===== config.mk =====
export PLATFORM = sky130hd
export DESIGN_NAME = cts_div
export DESIGN_NICKNAME = d
export VERILOG_FILES = /design/src/sv/cts_pkg.sv /design/src/sv/cts_div.sv
export SDC_FILE = /design/constraint.sdc
export NUM_CORES = 2
export LEC_CHECK = 0
export BUFFER_PORTS_ARGS = -buffer_cell sky130_fd_sc_hd__buf_2
export CAP_MARGIN = 15
export CORE_MARGIN = 4
export CORE_UTILIZATION = 45
export CTS_BUF_LIST = sky130_fd_sc_hd__clkbuf_8
export DETAILED_ROUTE_END_ITERATION = 6
export PLACE_DENSITY = 0.65
export SLEW_MARGIN = 20
export SYNTH_ARGS = -nofsm -noshare
export SYNTH_HDL_FRONTEND = slang
export SYNTH_SLANG_ARGS = --single-unit

===== constraint.sdc =====
create_clock -name clk -period 3.59 [get_ports clk]
set_clock_uncertainty 0.05 [all_clocks]
set_input_delay 0.718 -clock clk [delete_from_list [all_inputs] [get_ports clk]]
set_output_delay 0.718 -clock clk [all_outputs]
set_load 0.01 [all_outputs]

===== src/sv/cts_pkg.sv =====
// Types, constants and helper functions of the triangle setup block.
package cts_pkg;

	localparam int CELL_SIZE_DEF  = 1024;
	localparam int GRID_CELLS_DEF = 16;

	localparam logic [15:0] CELL_BIAS   = 16'h2000;
	localparam int          LOW_MARGIN  = 50;
	localparam int          HIGH_MARGIN = 49;
	localparam logic signed [16:0] Y_WIDEN = 17'sd5;

	localparam logic signed [15:0] FLOOR_LIMIT     = 16'sd164;
	localparam logic signed [15:0] NEG_FLOOR_LIMIT = -16'sd164;
	localparam logic signed [15:0] XWALL_LIMIT     = 16'sd11584;
	localparam logic signed [15:0] NEG_XWALL_LIMIT = -16'sd11584;

	localparam int SQ_IN_W   = 62;
	localparam int SQ_W      = 63;
	localparam int SQ_ROOT_W = 31;
	localparam int SQ_STEPS  = 32;

	localparam int DIV_NUM_W = 46;
	localparam int DIV_DEN_W = 32;
	localparam int DIV_Q_W   = 15;

	localparam int PIPE_LAT = 59;

	typedef enum logic [1:0] {
		CLS_FLOOR   = 2'd0,
		CLS_CEILING = 2'd1,
		CLS_WALL_Z  = 2'd2,
		CLS_WALL_X  = 2'd3
	} surf_class_t;

	typedef logic signed [15:0] coord_t;

	typedef struct packed {
		coord_t              x1;
		coord_t              y1;
		coord_t              z1;
		logic signed [16:0]  lower_y;
		logic signed [16:0]  upper_y;
		logic [4:0]          cxl;
		logic [3:0]          cxh;
		logic [4:0]          czl;
		logic [3:0]          czh;
		logic [2:0]          neg;
		logic                zero;
	} side_t;

	function automatic coord_t min3(coord_t a, coord_t b, coord_t c);
		coord_t m;
		m = a;
		if (b < m) m = b;
		if (c < m) m = c;
		return m;
	endfunction

	function automatic coord_t max3(coord_t a, coord_t b, coord_t c);
		coord_t m;
		m = a;
		if (b > m) m = b;
		if (c > m) m = c;
		return m;
	endfunction

endpackage


===== src/sv/cts_div.sv =====
// Pipelined restoring divider, one quotient bit per stage.
module cts_div (
	input  logic                          clk,
	input  logic [cts_pkg::DIV_NUM_W-1:0] num,
	input  logic [cts_pkg::DIV_DEN_W-1:0] den,
	output logic [cts_pkg::DIV_Q_W-1:0]   quot
);
	import cts_pkg::*;

	logic [DIV_NUM_W-1:0] rem_s [0:DIV_Q_W];
	logic [DIV_DEN_W-1:0] den_s [0:DIV_Q_W];
	logic [DIV_Q_W-1:0]   quo_s [0:DIV_Q_W];

	assign rem_s[0] = num;
	assign den_s[0] = den;
	assign quo_s[0] = '0;

	for (genvar k = 0; k < DIV_Q_W; k++) begin : g_step
		localparam int SH = DIV_Q_W - 1 - k;
		logic [DIV_NUM_W-1:0] dsh;
		assign dsh = DIV_NUM_W'(den_s[k]) << SH;
		always_ff @(posedge clk) begin
			den_s[k+1] <= den_s[k];
			if (rem_s[k] >= dsh) begin
				rem_s[k+1] <= rem_s[k] - dsh;
				quo_s[k+1] <= {quo_s[k][DIV_Q_W-2:0], 1'b1};
			end else begin
				rem_s[k+1] <= rem_s[k];
				quo_s[k+1] <= {quo_s[k][DIV_Q_W-2:0], 1'b0};
			end
		end
	end

	assign quot = quo_s[DIV_Q_W];

endmodule


Word level (Yosys, flattened, before mapping)
Cells that the tools add are included.
{ "totals": {"ff_bits": 1212, "output_inout_bits": 15, "input_bits": 79} }
{ "classes": {"muxes": 29, "magnitude_cmp": 15, "n_addsub": 14} }
{ "op_table": {"columns": ["operator", "n"], "rows": [
  ["46-bit 2-to-1 mux", 14],
  ["46-bit by 32-bit >= comparator with 1-bit output", 1],
  ["46-bit by 33-bit >= comparator with 1-bit output", 1],
  ["46-bit by 34-bit >= comparator with 1-bit output", 1],
  ["46-bit by 35-bit >= comparator with 1-bit output", 1],
  ["46-bit by 36-bit >= comparator with 1-bit output", 1],
  ["46-bit by 37-bit >= comparator with 1-bit output", 1],
  ["46-bit by 38-bit >= comparator with 1-bit output", 1],
  ["46-bit by 39-bit >= comparator with 1-bit output", 1],
  ["46-bit by 40-bit >= comparator with 1-bit output", 1],
  ["46-bit by 41-bit >= comparator with 1-bit output", 1],
  ["46-bit by 42-bit >= comparator with 1-bit output", 1],
  ["46-bit by 43-bit >= comparator with 1-bit output", 1],
  ["46-bit by 44-bit >= comparator with 1-bit output", 1],
  ["46-bit by 45-bit >= comparator with 1-bit output", 1],
  ["46-bit >= comparator", 1],
  ["46-bit by 33-bit subtractor with 46-bit output", 1],
  ["46-bit by 34-bit subtractor with 46-bit output", 1],
  ["46-bit by 35-bit subtractor with 46-bit output", 1],
  ["46-bit by 36-bit subtractor with 46-bit output", 1],
  ["46-bit by 37-bit subtractor with 46-bit output", 1],
  ["46-bit by 38-bit subtractor with 46-bit output", 1],
  ["46-bit by 39-bit subtractor with 46-bit output", 1],
  ["46-bit by 40-bit subtractor with 46-bit output", 1],
  ["other kinds (7)", 21]
]} }

Logic depth before layout (Yosys ltp)
{ "depth": {"depth_word": 2, "ltp_mapped": 16} }

Worst setup path after synthesis
OpenSTA, ideal clock, no wires.
{ "synth_timing": {"path_kind": "input to register", "start": "in num[14] in the netlist's numbering", "end": "reg rem_s[663] in the netlist's numbering", "n_path_buf": 2, "arrival_time_ns": 3.614, "path_stages": 15, "setup_slack_ns": -0.194, "path_cell_list": "inv_1 ha_1 inv_1 fa_1 a211oi_1 o21bai_1 a21oi_1 o2111ai_1 a41oi_1 o211ai_1 a21o_1 a21o_1 clkbuf_1 buf_2 mux2_2"} }
{ "synth_between": {"elab_chain_len": 2, "word_cells_on_any_way": 3, "cone_classes": "1 x add/sub; 1 x order compare; 1 x mux"} }
{ "synth_lines": {"columns": ["element", "line_no", "text"], "rows": [
  ["start, declared", "cts_div.sv:4", "input logic [cts_pkg::DIV_NUM_W-1:0] num,"],
  ["46-bit subtractor / 46-bit >= comparator (equally long branches)", "cts_div.sv:25, cts_div.sv:24", null],
  ["46-bit 2-to-1 mux (*)", "cts_div.sv:24", "if (rem_s[k] >= dsh) begin"],
  ["end signal, assigned by index", "cts_div.sv:25", "rem_s[k+1] <= rem_s[k] - dsh;"],
  ["end signal, assigned by index", "cts_div.sv:28", "rem_s[k+1] <= rem_s[k];"],
  ["end, declared", "cts_div.sv:10", "logic [DIV_NUM_W-1:0] rem_s [0:DIV_Q_W];"]
]} }
Mark *: on every way between the ends. The rest lies on a longest branch, timed or not.

Worst setup path after layout
{ "layout_timing": {"start": "reg rem_s[563] in the netlist's numbering", "end": "reg rem_s[551] in the netlist's numbering"} }
{ "layout_between": {"elab_chain_len": 2, "word_cells_on_any_way": 3, "cone_classes": "1 x add/sub; 1 x order compare; 1 x mux"} }
{ "layout_lines": {"columns": ["element", "line_no"], "rows": [
  ["46-bit by 43-bit subtractor with 46-bit output / 46-bit by 43-bit >= comparator with 1-bit output (equally long branches)", "cts_div.sv:25, cts_div.sv:24"],
  ["46-bit 2-to-1 mux (*)", "cts_div.sv:24"]
]} }
Marks and branches as above.

==> flow_summary.ini <==
[global_routing]
antenna_found_initial = 2
grt_pass1_wl_mm = 228
grt_pass1_vias = 46700
gr-total-overflow = 0
grt_max_degree = 56
grt_usage_pct = 21.2

[clock_tree]
clock_path_buffers = 3
cts_max_level = 4
root_buffer = clkbuf_8
numClockSinks = 1212
cts_tree = yes
numCtsBuffers = 199
clk_latency_ns = 0.92
clkTransAtPathRegs_ns = 0.07

[setup_path]
setup.worst_path.start_class = flip-flop
critPathMaxStageDelay_ns = 0.39
worstPathMaxFanout = 2
end_kind = flip-flop
crit_arrival_ns = 4.34
worstSetupPathType = reg2reg
cpMaxStageDelayCell = a221o_1
crit_buf_inv = 2
required_ns = 4.37
path_cells = inv_2 -> ha_4 -> inv_2 -> fa_2 -> a211oi_2 -> o21ai_1 -> a311oi_2 -> o21ai_2 -> a211o_1 -> a221o_1 -> a221o_1 -> a41o_1 -> nor4_4 -> xor2_1
critPathTopFamily = compound AO/OA/AOI/OAI gates

[final_layout]
nets = 7512
postLayoutCellArea_sq_mm = 0.0676
drive_gt1_share_pct = 14.7
syn_to_final_growth_pct = 18.8
final_cell_mix = dfxtp_1 (1210), inv_1 (639), a21oi_1 (532), ha_1 (478), nand2_1 (449)
layout_commonest_cell = dfxtp_1
fillCellCount = 11500

[logic_synthesis]
ys_seq_area_share_pct = 42.6
synth_cells = 6299
syn_avg_cell_area_sq_um = 9.04
synthFlopType = dfxtp_1
synth-edff-count = 0
synthArstFlopShare_pct = 0
ys_types = 86
synth_fp_nets = 6872
synth_area_sq_mm = 0.0569
synth_seq_cells = 1212
yosys_warnings = 0

[route]
detail-route-antenna-nets = 0
drt-total-wl_mm = 142
wl_per_cell_um = 16.3
drc = 0
vias = 45300
via_per_inst = 5.18
dr.pass1.iters = 6
drt_iter0_drc = 1942

[die]
core-area_sq_mm = 0.126
ios = 94
fp.dieW_um = 364
row_count = 130
dieArea_sq_mm = 0.132
die_h_um = 364
start_util_pct = 45.3

[sta]
worst_slew_pin_slew_ns = 0.729
period_share_pct = 99.2
relSlewSlack_pct = 50.8
hold_viol = 0
fmax_mhz = 281
slew_viol_final = 0
grt_setup_unrepaired = yes
setup_ws_ns = 0.0291
finalSetupViolCount = 0
timing.final.crit_period_ns = 3.56

[placement]
place_ws_ns = -0.404
hpwl_mm = 113
portBuffers = 93
postPlaceCellArea_sq_mm = 0.0622
place.gp.congestion = 0.932

[status]
status = complete, no violations

[power_and_ir_drop]
p_leak_nw = 31.4
vdd_drop_max_uv = 448
cellPowerDensity_mw_per_mm2 = 924

[run]
cap_violations = 0

[worst_hold_path]
hold_class = in2reg
-- sequential cells by signal, summed over array words and instances (netlist names) --
register,cells
den_s,448
quo_s,105
rem_s,644
quot,15
-- routing by layer --
layer  vias to the layer above  wire (um)  global-route usage, %
li1                      23200          -                      -
met1                     20700      53600                   20.8
met2                       952      73200                   40.5
met3                       434       4230                   3.09
met4                         0      11100                   15.2
met5                         -          0                      0
-- per-stage QoR --
stage	power [mW]	utilization, %	TNS, ns	cells	hold slack, ns
6_report	62.5	53.9	0	8738	0.128
5_1_grt	67.3	53.9	-0.438	8738	0.0648
4_1_cts	62.5	53.5	0	8722	0.0201
3_5_place_dp	49.9	49.6	-11.68	8300	0.262
3_3_place_gp	49.5	49.6	-8.12	8300	0.260
2_1_floorplan	40.9	-	0	6299	0.260
-- repair_timing --
action | 4_1_cts | 5_1_grt
pin swaps | 7 | 31
setup buffers | 0 | 11
setup endpoints to repair | 22 | 129
hold endpoints to repair | 75 | 0
hold buffers | 75 | 0
gates resized for setup | 12 | 61
cloned | 0 | 2
-- cells by family after synthesis --
logic type / synth area share, %
compound gates: 18.8
simple gates: 13.1
flops: 42.6
buf+inv: 5.19
fa+ha+maj: 11.0
xor+xnor: 7.36
mux: 1.91
-- power breakdown --
| group | switching [mW] | internal [mW] |
|---|---|---|
| Sequential | 2.46 | 17.5 |
| Combinational | 16.1 | 14.3 |
| Clock | 5.42 | 6.77 |
| Total | 24.0 | 38.5 |
-- area by class of cell --
class                   count  area, sq um  area share [%]
multi-input cells        4322        30100            44.5
flip-flops and latches   1212        24300            35.9
repair buffers            614         4810            7.12
clock buffers             253         3480            5.15
inverters                 590         2210            3.27
well taps                1650         2060            3.05
clock inverters            94          666           0.984
diodes                      3         7.51          0.0111
-- final timing paths --
path,start,to,slack (ns),cells past startpoint
hold reg to reg,quo_s[46],quo_s[32],0.27,0
hold / removal,num[15],rem_s[659],0.13,3
setup reg to reg,rem_s[563],rem_s[551],0.03,14
setup / recovery,rem_s[563],rem_s[551],0.03,14
-- synthesized netlist by cell type, types with 93 or more instances --
master | instances | share of area [%]
inv_1 | 590 | 3.9
nand3_1 | 102 | 0.90
mux2_2 | 93 | 1.8
clkbuf_1 | 129 | 0.85
xnor2_1 | 271 | 4.2
dfxtp_1 | 1212 | 43
a21o_1 | 274 | 3.6
nand2_1 | 450 | 3.0
xor2_1 | 207 | 3.2
nor2_1 | 435 | 2.9
ha_1 | 480 | 11
a21oi_1 | 541 | 4.8
o21ai_0 | 394 | 3.5
-- worst register-to-register path: stages, from the launching register on --
cell and delay [ns]:
dfxtp_2 0.32, inv_2 0.06, ha_4 0.14, inv_2 0.04, fa_2 0.34, a211oi_2 0.30
o21ai_1 0.13, a311oi_2 0.36, o21ai_2 0.12, a211o_1 0.33, a221o_1 0.40, a221o_1 0.39
a41o_1 0.24, nor4_4 0.15, xor2_1 0.15
Note: power is estimated with default switching activity, not from simulation.
