$ cat config.mk
export PLATFORM = sky130hd
export DESIGN_NAME = cts_sqrt
export DESIGN_NICKNAME = d
export VERILOG_FILES = /design/src/sv/cts_pkg.sv /design/src/sv/cts_sqrt.sv
export SDC_FILE = /design/constraint.sdc
export NUM_CORES = 2
export LEC_CHECK = 0
export BUFFER_PORTS_ARGS = -buffer_cell sky130_fd_sc_hd__buf_2
export CAP_MARGIN = 20
export CORE_MARGIN = 2
export CORE_UTILIZATION = 35
export CTS_CLUSTER_DIAMETER = 40
export CTS_CLUSTER_SIZE = 28
export DETAILED_ROUTE_END_ITERATION = 7
export PLACE_DENSITY_LB_ADDON = 0.25
export SYNTH_ARGS = -nofsm -noshare
export SYNTH_HDL_FRONTEND = slang
export SYNTH_SLANG_ARGS = --single-unit
$ cat constraint.sdc
create_clock -name clk -period 4.7 [get_ports clk]
set_input_delay 0.94 -clock clk [delete_from_list [all_inputs] [get_ports clk]]
set_output_delay 0.94 -clock clk [all_outputs]
set_load 0.05 [all_outputs]
$ cat src/sv/cts_pkg.sv
// Types, constants and helper functions of the triangle setup block.
package cts_pkg;

	localparam int CELL_SIZE_DEF  = 1024;
	localparam int GRID_CELLS_DEF = 16;

	localparam logic [15:0] CELL_BIAS   = 16'h2000;
	localparam int          LOW_MARGIN  = 50;
	localparam int          HIGH_MARGIN = 49;
	localparam logic signed [16:0] Y_WIDEN = 17'sd5;

	localparam logic signed [15:0] FLOOR_LIMIT     = 16'sd164;
	localparam logic signed [15:0] NEG_FLOOR_LIMIT = -16'sd164;
	localparam logic signed [15:0] XWALL_LIMIT     = 16'sd11584;
	localparam logic signed [15:0] NEG_XWALL_LIMIT = -16'sd11584;

	localparam int SQ_IN_W   = 62;
	localparam int SQ_W      = 63;
	localparam int SQ_ROOT_W = 31;
	localparam int SQ_STEPS  = 32;

	localparam int DIV_NUM_W = 46;
	localparam int DIV_DEN_W = 32;
	localparam int DIV_Q_W   = 15;

	localparam int PIPE_LAT = 59;

	typedef enum logic [1:0] {
		CLS_FLOOR   = 2'd0,
		CLS_CEILING = 2'd1,
		CLS_WALL_Z  = 2'd2,
		CLS_WALL_X  = 2'd3
	} surf_class_t;

	typedef logic signed [15:0] coord_t;

	typedef struct packed {
		coord_t              x1;
		coord_t              y1;
		coord_t              z1;
		logic signed [16:0]  lower_y;
		logic signed [16:0]  upper_y;
		logic [4:0]          cxl;
		logic [3:0]          cxh;
		logic [4:0]          czl;
		logic [3:0]          czh;
		logic [2:0]          neg;
		logic                zero;
	} side_t;

	function automatic coord_t min3(coord_t a, coord_t b, coord_t c);
		coord_t m;
		m = a;
		if (b < m) m = b;
		if (c < m) m = c;
		return m;
	endfunction

	function automatic coord_t max3(coord_t a, coord_t b, coord_t c);
		coord_t m;
		m = a;
		if (b > m) m = b;
		if (c > m) m = c;
		return m;
	endfunction

endpackage

$ cat src/sv/cts_sqrt.sv
// Pipelined integer square root, one result bit per stage.
module cts_sqrt (
	input  logic                           clk,
	input  logic [cts_pkg::SQ_IN_W-1:0]    radicand,
	output logic [cts_pkg::SQ_ROOT_W-1:0]  root
);
	import cts_pkg::*;

	logic [SQ_W-1:0] rem_s  [0:SQ_STEPS];
	logic [SQ_W-1:0] root_s [0:SQ_STEPS];

	assign rem_s[0]  = SQ_W'(radicand);
	assign root_s[0] = '0;

	for (genvar k = 0; k < SQ_STEPS; k++) begin : g_step
		localparam logic [SQ_W-1:0] BIT = SQ_W'(1) << (2 * (SQ_STEPS - 1 - k));
		logic [SQ_W-1:0] trial;
		assign trial = root_s[k] + BIT;
		always_ff @(posedge clk) begin
			if (rem_s[k] >= trial) begin
				rem_s[k+1]  <= rem_s[k] - trial;
				root_s[k+1] <= (root_s[k] >> 1) + BIT;
			end else begin
				rem_s[k+1]  <= rem_s[k];
				root_s[k+1] <= root_s[k] >> 1;
			end
		end
	end

	assign root = root_s[SQ_STEPS][SQ_ROOT_W-1:0];

endmodule

=== Word-level counts from Yosys, hierarchy flattened ===
Index checks and enable logic that the tools add are counted.

* Add/subtract/negate cells: 93
* Magnitude comparators: 32
* Mux-type cells: 63

{| class="wikitable"
|+ Operator list
! kind !! count
|-
| $ge A63 B63 Y1 || 31
|-
| $mux W63 || 31
|-
| $mux W62 || 31
|-
| $sub A63 B63 Y63 || 30
|-
| $add A62 B11 Y63 const B || 1
|-
| $add A62 B13 Y63 const B || 1
|-
| $add A62 B15 Y63 const B || 1
|-
| $add A62 B17 Y63 const B || 1
|-
| $add A62 B19 Y63 const B || 1
|-
| $add A62 B21 Y63 const B || 1
|-
| $add A62 B23 Y63 const B || 1
|-
| $add A62 B25 Y63 const B || 1
|-
| $add A62 B27 Y63 const B || 1
|-
| $add A62 B29 Y63 const B || 1
|-
| $add A62 B3 Y63 const B || 1
|-
| $add A62 B31 Y63 const B || 1
|-
| $add A62 B33 Y63 const B || 1
|-
| $add A62 B35 Y63 const B || 1
|-
| $add A62 B37 Y63 const B || 1
|-
| $add A62 B39 Y63 const B || 1
|-
| $add A62 B41 Y63 const B || 1
|-
| $add A62 B43 Y63 const B || 1
|-
| $add A62 B45 Y63 const B || 1
|-
| $add A62 B47 Y63 const B || 1
|-
| other kinds (45) || 45
|}

* Flip-flop bits (word level): 3937
* Input port bits: 63
* Output and inout bits: 31
* Logic and storage cells: 282

=== Longest topological paths before layout ===
* Word-level depth: 3
* Mapped depth: 14
* Mapped depth without buffers: 12

=== Least setup slack after synthesis ===
No wires, ideal clock.

* Path type: register to register
* Start point: register root_s[404] in the netlist's numbering
* End point: register rem_s[370] in the netlist's numbering
* Library setup time: 0.118 ns
* Arrival time: 3.249 ns
* Data required time: 4.582 ns
* Setup slack: 1.333 ns
* Cell stages (with the launch flop): 14
* Path buffers: 2
* Clock period less this slack: 3.367 ns
* Cell sequence: dfxtp_1 -> inv_1 -> ha_1 -> buf_2 -> nand4_1 -> or4_1 -> or4_1 -> o2111ai_1 -> or3_1 -> nand2_1 -> or3_1 -> clkbuf_1 -> or4_1 -> xnor2_1

* Longest elaborated chain between the ends: 3
* Elaborated cells on any way between the ends: 4
* Those cells by class: 2 x add/sub; 1 x order compare; 1 x mux

{| class="wikitable"
|+ RTL lines
! element !! RTL line !! source
|-
| start, declared || cts_sqrt.sv:10 || <nowiki>logic [SQ_W-1:0] root_s [0:SQ_STEPS];</nowiki>
|-
| start signal, assigned by index || cts_sqrt.sv:22 || <nowiki>root_s[k+1] <= (root_s[k] >> 1) + BIT;</nowiki>
|-
| start signal, assigned by index || cts_sqrt.sv:25 || <nowiki>root_s[k+1] <= root_s[k] >> 1;</nowiki>
|-
| $add A63 B11 Y63 * || cts_sqrt.sv:18 || <nowiki>assign trial = root_s[k] + BIT;</nowiki>
|-
| $sub A63 B63 Y63 or $ge A63 B63 Y1 (tied branches) || cts_sqrt.sv:21, cts_sqrt.sv:20 ||
|-
| $mux W63 * || cts_sqrt.sv:20 || <nowiki>if (rem_s[k] >= trial) begin</nowiki>
|-
| end signal, assigned by index || cts_sqrt.sv:21 || <nowiki>rem_s[k+1] <= rem_s[k] - trial;</nowiki>
|-
| end signal, assigned by index || cts_sqrt.sv:24 || <nowiki>rem_s[k+1] <= rem_s[k];</nowiki>
|-
| end, declared || cts_sqrt.sv:9 || <nowiki>logic [SQ_W-1:0] rem_s [0:SQ_STEPS];</nowiki>
|}

Mark *: on every way between the ends. The rest lies on a longest branch, timed or not.
A chain may end at the register's enable or synchronous reset.

=== Worst setup path in the final report ===
* Start point: register root_s[217] in the netlist's numbering
* End point: register rem_s[172] in the netlist's numbering

* Longest elaborated chain between the ends: 3
* Elaborated cells on any way between the ends: 4
* Those cells by class: 2 x add/sub; 1 x order compare; 1 x mux

{| class="wikitable"
|+ RTL lines
! element !! RTL line
|-
| $add A63 B5 Y63 * || cts_sqrt.sv:18
|-
| $sub A63 B63 Y63 or $ge A63 B63 Y1 (tied branches) || cts_sqrt.sv:21, cts_sqrt.sv:20
|-
| $mux W63 * || cts_sqrt.sv:20
|}

Marked as above.

==> flow_metrics.py <==
metrics = {
    "status": {
        "status": "complete, no violations",
    },
    "grt": {
        "grt_max_degree": 59,
        "grt_pass1_wl_um": 377000,
        "grt_use_total_pct": 17.9,
        "overflow": 0,
        "grt_pass1_vias": 65700,
        "antenna_found_initial": 16,
    },
    "clock_network": {
        "cts_made_buffers": 346,
        "worst_skew_pair.late_latency_ps": 990,
        "clk_path_buf_depth": 4,
        "root_buffer": "clkbuf_16",
        "cts_setup_buffers": 0,
        "clkSinkCount": 2448,
        "cts_tree": "yes",
        "htreeDepth": 5,
        "clk_pin_slew_worst_paths_ps": 60,
    },
    "finish": {
        "final_common_cell": "dfxtp_1",
        "syn_to_final_growth_pct": 18.3,
        "layout_common_cells": "2,448 x dfxtp_1, 659 x nor2_1, 654 x inv_1",
        "fin_nets": 10100,
        "layout-drive-gt1-share_pct": 9.37,
    },
    "critical_path": {
        "cp_data_required_time_ps": 5540,
        "ff2ff_setup_slack_ps": 610,
        "critPathCaptureType": "flop",
        "criticalPathCategory": "flop to flop",
        "cp-start-kind": "flop",
        "reg2reg_depth": 12,
        "worstPathArrival_ps": 4930,
        "r2r-end": "rem_s[172]$_DFF_P_",
        "cp_max_fo": 9,
        "r2r-start": "root_s[217]$_DFF_P_",
    },
    "min_path": {
        "min_path_cells": 1,
        "min_path_type": "primary input to flop",
        "whs_endpoint": "rem_s[1958]$_DFF_P_",
        "holdCritStartpoint": "radicand[5]",
    },
    "floorplanning": {
        "fp.dieArea_um2": 268000,
        "start_util_pct": 35.2,
        "io_pins": 94,
        "core-area_um2": 262000,
        "rows": 188,
        "die_y_um": 517,
        "die_w_um": 517,
    },
    "drt": {
        "drt-pass1-iter-count": 8,
        "drtAntennaViolNets": 0,
        "routed_via_density": 4.96,
        "routed_wirelength_um": 244000,
        "drc_errors": 0,
        "post_drt_wl_per_cell_um": 18.3,
        "num_vias": 66200,
        "drtIter0Drc": 4128,
    },
    "sta": {
        "fmax_mhz": 244,
        "setup_violations": 0,
        "fin_tns_setup_ps": 0,
        "setup_slack_ps": 607,
        "period_needed_ps": 4090,
        "final_max_slew_viol_count": 0,
        "final-hold-violation-count": 0,
        "skew_ps": 99.7,
        "max-slew-margin-rel_pct": 31.1,
        "post-route-period-util_pct": 87.1,
        "rsz0062_at_grt": "false",
        "max_slew.worst_pin.slew_ps": 1020,
    },
    "power_and_ir_drop": {
        "ir_drop_uv": 405,
        "p_leak_nw": 49.4,
        "p_per_area_nw_per_um2": 639,
    },
    "placement": {
        "pre_cts_ws_ps": 659,
        "port_buffers": 93,
        "place_congestion": 0.893,
        "place_hpwl_um": 193000,
    },
    "synth": {
        "yosysWarnings": 0,
        "synthArstFlopShare_pct": 0,
        "synth_edf_count": 0,
        "mappedNetlistArea_um2": 92200,
        "synth-seq-cells": 2448,
        "ys_types": 101,
        "synth_cells": 9187,
        "ys_seq_area_share_pct": 53.1,
        "yosys_most_used_dff": "dfxtp_1",
        "syn_area_per_cell_um2": 10.0,
        "syn_nets": 9775,
    },
    "job": {
        "cap_violations": 0,
    },
}
power by group:
group          internal, W  total, W  switching (W)
Sequential          0.0253    0.0295        0.00421
Clock               0.0160    0.0259        0.00991
Combinational      0.00627    0.0143        0.00804
Total               0.0475    0.0697         0.0222
synth_stat cells, drive strengths merged, types with 37 or more instances:
library cell,count,area [um^2]
a211oi,49,373
a21o,239,1790
a21oi,609,3050
a31oi,37,231
and3,40,250
buf,53,277
clkbuf,135,507
dfxtp,2448,49000
ha,525,6570
inv,657,2470
mux2,88,995
nand2,500,1880
nand2b,87,544
nand3,144,726
nand4,151,951
nor2,660,2480
nor2b,82,513
nor3,264,1340
nor4,342,2180
nor4b,47,418
o211ai,39,307
o21a,93,698
o21ai,340,1700
o21bai,50,375
o31ai,42,325
or2,52,325
or3,128,816
or4,84,638
xnor2,447,3920
xor2,397,3480
how the worst max path moves through the flow:
| stage | from | end |
|---|---|---|
| after floorplan | root_s[404]$_DFF_P_ | rem_s[370]$_DFF_P_ |
| after global placement | root_s[781]$_DFF_P_ | rem_s[754]$_DFF_P_ |
| after detailed placement | root_s[217]$_DFF_P_ | rem_s[172]$_DFF_P_ |
| after CTS | root_s[217]$_DFF_P_ | rem_s[172]$_DFF_P_ |
| after global routing | root_s[217]$_DFF_P_ | rem_s[168]$_DFF_P_ |
| final | root_s[217]$_DFF_P_ | rem_s[172]$_DFF_P_ |
state kept, by name, indices dropped and copies added (netlist names):
register and cells:
rem_s 1952, root 31, root_s 465
worst max-delay path, stage by stage, from the launching register on:
cell and delay, ps:
dfxtp_1 330, inv_1 40, ha_1 500, nand4_1 220, nor4_1 310, buf_4 220
nand4_1 110, or4_1 670, o31ai_2 380, a31oi_4 70, or4b_1 730, nor4_2 310
xor2_1 160
cell families after synthesis:
| kind of cell | after synthesis | synth area share [%] |
|---|---|---|
| buffers and inverters | 845 | 3.52 |
| AO/OA/AOI/OAI | 1702 | 11.6 |
| AND/OR/NAND/NOR | 2725 | 15.5 |
| XOR/XNOR | 844 | 8.02 |
| multiplexers | 98 | 1.19 |
| flip-flops | 2448 | 53.1 |
| adder cells (fa/ha/maj) | 525 | 7.12 |
cell type report:
class                      count  area, um^2
inverter                     657        2470
tap                         3515        4400
clock inverter               201        2480
timing repair buffer         201        1420
sequential                  2448       49000
fill                       25200      153000
multi-input combinational   5894       40000
clock buffer                 411        9320
antenna                        7        17.5
through the flow:
step	total power, W	instance area (um^2)	hold WS (ps)	utilization [%]	std cells
2_1_floorplan	0.0389	92200	322	-	9187
3_3_place_gp	0.0440	96800	334	36.9	12700
3_5_place_dp	0.0442	96800	333	36.9	12700
4_1_cts	0.0704	109000	16.1	41.6	13300
5_1_grt	0.0733	109000	36.7	41.6	13300
6_report	0.0697	109000	96.9	41.6	13300
routing by layer:
layer,part of all wire [%],global-route usage (%),up-vias
li1,-,-,32900
met2,48,30.5,1474
met4,2.1,4.65,0
met5,0,0,-
met1,46,23.4,31400
met3,4.9,3.04,370
timing repair:
item,4_1_cts,5_1_grt
gates resized for setup,0,0
endpoints found under the hold margin,49,0
hold buffers,49,0
endpoints found under the setup margin,0,0
Note: power is estimated with default switching activity, not from simulation.
